<file path="src/hw/rtl/tfdr_pkg.sv">
`timescale 1ns / 1ps

package tfdr_pkg;

    localparam int DEPTH   = 16;
    localparam int ID_BITS = 8;

    localparam int IDX_W = (DEPTH > 1) ? $clog2(DEPTH) : 1;
    localparam int CNT_W = $clog2(DEPTH + 1);

    localparam int ACT_W  = 3;
    localparam int STAT_W = 3;

    localparam int IN_W  = ((ACT_W + ID_BITS + 7) / 8) * 8;
    localparam int OUT_RAW_W = STAT_W + ID_BITS + CNT_W + 1;
    localparam int OUT_W = ((OUT_RAW_W + 7) / 8) * 8;

    localparam int POPPED_LSB = STAT_W;
    localparam int CNT_LSB    = STAT_W + ID_BITS;
    localparam int CLOSED_LSB = STAT_W + ID_BITS + CNT_W;

    localparam logic [ACT_W-1:0] ACT_APPEND   = 3'd0;
    localparam logic [ACT_W-1:0] ACT_REMOVE   = 3'd1;
    localparam logic [ACT_W-1:0] ACT_POP      = 3'd2;
    localparam logic [ACT_W-1:0] ACT_POP_OPEN = 3'd3;
    localparam logic [ACT_W-1:0] ACT_CLOSE    = 3'd4;

    localparam logic [STAT_W-1:0] STAT_OK       = 3'd0;
    localparam logic [STAT_W-1:0] STAT_DUP      = 3'd1;
    localparam logic [STAT_W-1:0] STAT_NOTFOUND = 3'd2;
    localparam logic [STAT_W-1:0] STAT_EMPTY    = 3'd3;
    localparam logic [STAT_W-1:0] STAT_CLOSED   = 3'd4;
    localparam logic [STAT_W-1:0] STAT_FULL     = 3'd5;

    typedef enum logic [1:0] {
        S_IDLE,
        S_SCAN,
        S_SHIFT,
        S_DONE
    } state_t;

endpackage

</file>
<file path="src/hw/rtl/task_fifo_dedup_remove_core.sv">
`timescale 1ns / 1ps
// ordered task queue with duplicate check and removal by identifier
// input stream: one beat per request, tdata = action, task_id (low bits first)
// output stream: one beat per request, tdata = status, popped_id, entry_count,
//   is_closed (low bits first)
// one request is handled at a time: s_axis_tready is high only while the
//   sequencer is idle
// entries live in a single-port-write, single-port-read ram; one shared
//   comparator walks them one entry per cycle, each read issued in the cycle before its compare
// close, pop on empty or closed queue and unknown actions: straight to the result
// append: duplicate search over all queued entries
// remove: search up to the hit, then move later entries up one
// pop: head read, then move the rest up one
// the result sits in an output register, so a stalled receiver holds the beat
//   and the next request is still taken; the sequencer waits only when a new
//   result is ready while the previous one has not been taken
// reset empties the queue and clears the closed flag; ram contents need no
//   clearing since only entries below the count are ever read
module task_fifo_dedup_remove_core (
    input  logic                        clk,
    input  logic                        rst_n,
    input  logic                        s_axis_tvalid,
    output logic                        s_axis_tready,
    input  logic [tfdr_pkg::IN_W-1:0]   s_axis_tdata,   // action, task_id
    output logic                        m_axis_tvalid,
    input  logic                        m_axis_tready,
    output logic [tfdr_pkg::OUT_W-1:0]  m_axis_tdata    // status, popped_id, entry_count, is_closed
);

    import tfdr_pkg::*;

    state_t             state_reg, state_next;
    logic [ACT_W-1:0]   action_reg, action_next;
    logic [ID_BITS-1:0] id_reg, id_next;
    logic [CNT_W-1:0]   count_reg, count_next;
    logic               closed_reg, closed_next;
    logic [CNT_W-1:0]   rd_ptr_reg, rd_ptr_next;
    logic [CNT_W-1:0]   cmp_ptr_reg, cmp_ptr_next;
    logic               pend_reg, pend_next;
    logic [STAT_W-1:0]  status_reg, status_next;
    logic [ID_BITS-1:0] popped_reg, popped_next;
    logic               out_valid_reg, out_valid_next;
    logic [OUT_W-1:0]   out_data_reg, out_data_next;

    logic               ram_we;
    logic [IDX_W-1:0]   ram_waddr;
    logic [ID_BITS-1:0] ram_wdata;
    logic [ID_BITS-1:0] ram_rdata;
    logic               issue;
    logic               hit;
    logic [CNT_W-1:0]   wr_pos;
    logic [ACT_W-1:0]   in_action;

    tfdr_ram #(
        .WIDTH (ID_BITS),
        .DEPTH (DEPTH)
    ) u_ram (
        .clk   (clk),
        .we    (ram_we),
        .waddr (ram_waddr),
        .wdata (ram_wdata),
        .raddr (rd_ptr_reg[IDX_W-1:0]),
        .rdata (ram_rdata)
    );

    assign issue     = rd_ptr_reg < count_reg;
    assign hit       = pend_reg && (ram_rdata == id_reg);
    assign wr_pos    = cmp_ptr_reg - CNT_W'(1);
    assign in_action = s_axis_tdata[ACT_W-1:0];

    always_ff @(posedge clk or negedge rst_n)
    begin
        if (!rst_n)
        begin
            state_reg     <= S_IDLE;
            count_reg     <= '0;
            closed_reg    <= 1'b0;
            pend_reg      <= 1'b0;
            out_valid_reg <= 1'b0;
        end
        else
        begin
            state_reg     <= state_next;
            count_reg     <= count_next;
            closed_reg    <= closed_next;
            pend_reg      <= pend_next;
            out_valid_reg <= out_valid_next;
        end
    end

    always_ff @(posedge clk)
    begin
        action_reg   <= action_next;
        id_reg       <= id_next;
        rd_ptr_reg   <= rd_ptr_next;
        cmp_ptr_reg  <= cmp_ptr_next;
        status_reg   <= status_next;
        popped_reg   <= popped_next;
        out_data_reg <= out_data_next;
    end

    always_comb
    begin
        state_next     = state_reg;
        action_next    = action_reg;
        id_next        = id_reg;
        count_next     = count_reg;
        closed_next    = closed_reg;
        rd_ptr_next    = rd_ptr_reg;
        cmp_ptr_next   = cmp_ptr_reg;
        pend_next      = pend_reg;
        status_next    = status_reg;
        popped_next    = popped_reg;
        out_valid_next = out_valid_reg && !m_axis_tready;
        out_data_next  = out_data_reg;
        ram_we         = 1'b0;
        ram_waddr      = wr_pos[IDX_W-1:0];
        ram_wdata      = ram_rdata;

        case (state_reg)
            S_IDLE:
            begin
                if (s_axis_tvalid)
                begin
                    action_next  = in_action;
                    id_next      = s_axis_tdata[ACT_W +: ID_BITS];
                    status_next  = STAT_OK;
                    popped_next  = '0;
                    rd_ptr_next  = '0;
                    cmp_ptr_next = '0;
                    pend_next    = 1'b0;
                    state_next   = S_DONE;
                    case (in_action)
                        ACT_APPEND, ACT_REMOVE:
                        begin
                            state_next = S_SCAN;
                        end
                        ACT_POP, ACT_POP_OPEN:
                        begin
                            if ((in_action == ACT_POP_OPEN) && closed_reg)
                            begin
                                status_next = STAT_CLOSED;
                            end
                            else if (count_reg == '0)
                            begin
                                status_next = STAT_EMPTY;
                            end
                            else
                            begin
                                state_next = S_SHIFT;
                            end
                        end
                        ACT_CLOSE:
                        begin
                            closed_next = 1'b1;
                        end
                        default:
                        begin
                            state_next = S_DONE;
                        end
                    endcase
                end
            end

            S_SCAN:
            begin
                if (hit)
                begin
                    pend_next = 1'b0;
                    if (action_reg == ACT_APPEND)
                    begin
                        status_next = STAT_DUP;
                        state_next  = S_DONE;
                    end
                    else
                    begin
                        rd_ptr_next = cmp_ptr_reg + CNT_W'(1);
                        state_next  = S_SHIFT;
                    end
                end
                else if (!issue)
                begin
                    pend_next  = 1'b0;
                    state_next = S_DONE;
                    if (action_reg == ACT_APPEND)
                    begin
                        if (count_reg >= CNT_W'(DEPTH))
                        begin
                            status_next = STAT_FULL;
                        end
                        else
                        begin
                            ram_we     = 1'b1;
                            ram_waddr  = count_reg[IDX_W-1:0];
                            ram_wdata  = id_reg;
                            count_next = count_reg + CNT_W'(1);
                        end
                    end
                    else
                    begin
                        status_next = STAT_NOTFOUND;
                    end
                end
                else
                begin
                    pend_next    = 1'b1;
                    cmp_ptr_next = rd_ptr_reg;
                    rd_ptr_next  = rd_ptr_reg + CNT_W'(1);
                end
            end

            S_SHIFT:
            begin
                if (pend_reg)
                begin
                    if (cmp_ptr_reg == '0)
                    begin
                        popped_next = ram_rdata;
                    end
                    else
                    begin
                        ram_we = 1'b1;
                    end
                end
                if (issue)
                begin
                    pend_next    = 1'b1;
                    cmp_ptr_next = rd_ptr_reg;
                    rd_ptr_next  = rd_ptr_reg + CNT_W'(1);
                end
                else
                begin
                    pend_next  = 1'b0;
                    count_next = count_reg - CNT_W'(1);
                    state_next = S_DONE;
                end
            end

            S_DONE:
            begin
                if (!out_valid_reg || m_axis_tready)
                begin
                    out_valid_next = 1'b1;
                    out_data_next  = OUT_W'({closed_reg, count_reg, popped_reg, status_reg});
                    state_next     = S_IDLE;
                end
            end

            default:
            begin
                state_next = S_IDLE;
            end
        endcase
    end

    assign s_axis_tready = (state_reg == S_IDLE);
    assign m_axis_tvalid = out_valid_reg;
    assign m_axis_tdata  = out_data_reg;

endmodule

</file>
<file path="src/hw/rtl/tfdr_ram.sv">
`timescale 1ns / 1ps

module tfdr_ram #(
    parameter int WIDTH = 8,
    parameter int DEPTH = 16
) (
    input  logic                                      clk,
    input  logic                                      we,
    input  logic [((DEPTH > 1) ? $clog2(DEPTH) : 1)-1:0] waddr,
    input  logic [WIDTH-1:0]                          wdata,
    input  logic [((DEPTH > 1) ? $clog2(DEPTH) : 1)-1:0] raddr,
    output logic [WIDTH-1:0]                          rdata
);

    logic [WIDTH-1:0] mem [DEPTH];
    logic [WIDTH-1:0] rdata_reg;

    always_ff @(posedge clk)
    begin
        if (we)
        begin
            mem[waddr] <= wdata;
        end
        rdata_reg <= mem[raddr];
    end

    assign rdata = rdata_reg;

endmodule

</file>
<file path="config.mk">
export PLATFORM = sky130hd
export DESIGN_NAME = task_fifo_dedup_remove_core
export DESIGN_NICKNAME = d
export VERILOG_FILES = /design/src/hw/rtl/tfdr_pkg.sv /design/src/hw/rtl/task_fifo_dedup_remove_core.sv /design/src/hw/rtl/tfdr_ram.sv
export SDC_FILE = /design/constraint.sdc
export NUM_CORES = 1
export LEC_CHECK = 0
export BUFFER_PORTS_ARGS = -buffer_cell sky130_fd_sc_hd__buf_2
export CORE_MARGIN = 2
export CORE_UTILIZATION = 35
export DETAILED_ROUTE_END_ITERATION = 10
export SETUP_SLACK_MARGIN = 0.05
export SLEW_MARGIN = 10
export SYNTH_ARGS = -nofsm -noshare
export SYNTH_HDL_FRONTEND = slang
export SYNTH_HIERARCHICAL = 1
export SYNTH_SLANG_ARGS = --single-unit
</file>
<file path="constraint.sdc">
create_clock -name clk -period 9.5 [get_ports clk]
set_input_delay 1.9 -clock clk [delete_from_list [all_inputs] [get_ports clk]]
set_output_delay 1.9 -clock clk [all_outputs]
set_load 0.005 [all_outputs]
</file>
==> flow_summary_export.csv <==
group,metric,value,unit
worst_setup_path,slowest_delay,720,ps
clocking,cts_resized,0,
yosys,netlist_instances,494,
worst_setup_path,startpoint_type,"flip-flop",
clocking,clock_tree.buffer_depth,2,
drt,drc,0,
power,combinationalPowerShare,33.7,%
drt,avgViaCountPerCell,5.065,
layout,largest_reg_flops,128,
yosys,async_flop_share,5.128,%
floorplan,dieWidth,158.1,microns
min_path,hold_depth,0,
worst_setup_path,crit_chain,"buf_4 > nand2b_1 > a31oi_1 > o21a_1 > nor3_4 > a21oi_1 > nor2b_1 > or3b_2 > nor2_1",
drt,drt_iter0_drc,229,
timing,rsz0062_at_grt,"false",
layout,drive_gt1_share,19.23,%
power,internal_power,1.989,mW
place,dp_hpwl,10830,microns
timing,setup_viol,0,
clocking,clkTransAtPathRegs,70,ps
timing,slew_viol_final,0,
floorplan,fp-row-count,56,
timing,max_slew.worst_pin.slew,943.1,ps
clocking,tritoncts,"done",
power,p_sw,1.057,mW
global_routing,grt_max_degree,38,
layout,mostFrequentLayoutCells,"edfxtp_1, nand2_1, buf_2",
layout,antenna_cells,0,
global_routing,grt_overflow,0,
worst_setup_path,cp_max_fo,37,
layout,multiInputGateArea,2371,sq um
floorplan,ios,46,
yosys,synth_top_area_share,63.98,%
power,pwr_density_cell,325.1,nW/um^2
power,seqPwrFrac,42.6,%
yosys,synthFlopType,"edfxtp_1",
min_path,hold_path_class,"reg -> reg",
timing,setup_ws,5086,ps
yosys,synthTopCellsByArea,"edfxtp_1, mux4_2, mux4_1",
place,dp_slack,5079,ps
yosys,ys_warn_count,6,
yosys,synth-seq-cells,195,
floorplan,start_util,35.50,%
worst_setup_path,crit_required,9560,ps
global_routing,grt_pass1_wl,24870,microns
drt,wl_per_cell,18.83,microns
run,maxCapViolCount,0,
layout,stdcell_count,865,
drt,wl,16290,microns
clocking,cts_hold_buf,0,
global_routing,first_global_vias,4370,
layout,syn2layout_area_growth,12.77,%
drt,drt_first_pass_iters,4,
worst_setup_path,worstSetupStartpoint,"rd_ptr_reg[0]$_DFFE_PP_",
worst_setup_path,rr_startpoint,"rd_ptr_reg[0]$_DFFE_PP_",
min_path,whs_endpoint,"m_axis_tdata[9]$_DFFE_PP_",
worst_setup_path,critical_path_class,"reg -> reg",
clocking,clkSinkCount,195,
worst_setup_path,worstSetupEndpointType,"flip-flop",
global_routing,grtUsageTotal,13.55,%
worst_setup_path,regToRegEndpoint,"u_ram/mem[2][6]$_DFFE_PP_",
timing,finalHoldViolations,0,
yosys,synth_edf_count,177,
yosys,avgSynthCellArea,16.82,sq um
timing,layout_min_cycle_time,4414,ps
place,place_congestion,0.7565,
yosys,seq_area_frac_synth,68.92,%
floorplan,die_area,24990,sq um
timing,finalClockSkew,16.71,ps
power,clock_power_share,23.7,%
layout,final_common_cell,"edfxtp_1",
yosys,synth_cell_types,55,
drt,route.antenna.remaining_nets,0,
timing,fmax,226.6,MHz
yosys,syn_area,8308,sq um
layout,regArea,5725,sq um
global_routing,antenna_found_initial,0,
yosys,yosysTopAreaCell,"edfxtp_1",
place,portBuffers,33,
timing,fin_tns_setup,0,ps
power,switching_share,34.70,%
power,p_leak,3.185,nW
power,vdd_drop_max,128.1,uV
place,placed_cells,834,
clocking,cts_made_buffers,17,
clocking,cts.htree.levels,4,
status,status,"complete, no violations",
power,power,3.046,mW
timing,slew_headroom,37.01,%
worst_setup_path,crit_slowest_cell,"nor3_4",
timing,fin_crit_sh,46.46,%
worst_setup_path,r2r_cells,9,
floorplan,core_area,23400,sq um
layout,nets,571,
clocking,clock_latency,430,ps
layout,fillers,2130,
layout,regMostFlops,"u_ram/mem",
floorplan,die_h,158.1,microns
min_path,hp-start,"popped_reg[6]$_SDFFCE_PN0P_",
drt,vias,4381,
worst_setup_path,worstPathArrival,4470,ps
clocking,clockRootBuffer,"clkbuf_16",
clocking,post-cts-setup-buffers,0,
worst_setup_path,reg2reg_slack,5090,ps
power groups by stage:
stage	Sequential, mW	Combinational [mW]	Clock [mW]
2_1_floorplan	1.29	0.764	0
3_3_place_gp	1.31	0.997	0
3_5_place_dp	1.32	1.03	0
4_1_cts	1.30	1.04	0.735
5_1_grt	1.32	1.13	0.769
6_report	1.30	1.03	0.722
how the worst max path moves through the flow:
stage / to / slack [ps] / cells after the start
2_1_floorplan: popped_reg[0]$_SDFFCE_PN0P_ / 5710 / 2
3_3_place_gp: u_ram/mem[1][7]$_DFFE_PP_ / 5110 / 9
3_5_place_dp: u_ram/mem[2][7]$_DFFE_PP_ / 5080 / 9
4_1_cts: u_ram/mem[2][0]$_DFFE_PP_ / 5060 / 9
5_1_grt: u_ram/mem[3][4]$_DFFE_PP_ / 4820 / 9
6_report: u_ram/mem[2][6]$_DFFE_PP_ / 5090 / 9
Yosys cell counts (all sizes together), types with 9 or more instances:
library cell  count
and2             11
mux4             32
o21ai             9
xnor2            13
edfxtp          177
dfrtp            10
mux2              9
nand2            35
nor3             13
ha               16
nor2             20
a21oi            13
inv              15
a22oi            16
buf              17
metrics by stage:
| step | area, sq um | hold WS, ps | util, % |
|---|---|---|---|
| 6_report | 9369 | 417.8 | 40.03 |
| 5_1_grt | 9369 | 432.3 | 40.03 |
| 4_1_cts | 9369 | 419.8 | 40.03 |
| 3_5_place_dp | 8770 | 404.5 | 37.47 |
| 3_3_place_gp | 8770 | 402.5 | 37.47 |
| 2_1_floorplan | 8330 | 400.3 | - |
critical path: cells and delay by family, from the launching register on:
kind	cells	cell delay, ps
flip-flops	1	330
AND/OR/NAND/NOR	5	2470
buffers and inverters	1	540
AO/OA/AOI/OAI	3	670
kinds of logic (layout without fill, tap and decap cells):
family | after synthesis | in the layout | synth area share, %
AOI/OAI and AO/OA | 70 | 70 | 5.904
xor gates and xnor gates | 21 | 21 | 2.214
adders and majority gates | 17 | 17 | 2.651
buffers and inverters | 40 | 86 | 2.891
DFF | 195 | 195 | 68.92
muxes | 43 | 43 | 10.86
other | 1 | 7 | 0.04514
and+or+nand+nor | 107 | 107 | 6.521
metal layers:
metal	up-vias	wire (microns)	track usage, %
li1	1999	-	-
met1	2237	7367	18.16
met4	0	332	4.934
met3	23	791	3.559
met5	-	0	0
met2	122	7797	21.33
layout make-up:
type / instances / share of cell area, %
flip-flops and latches: 195 / 61.11
well taps: 319 / 4.260
inverters: 15 / 0.6010
repair buffers: 40 / 2.324
multi-input cells: 265 / 25.31
clock buffers: 17 / 4.541
clock inverters: 14 / 1.856
No activity file was read; power rests on OpenSTA's default activity.
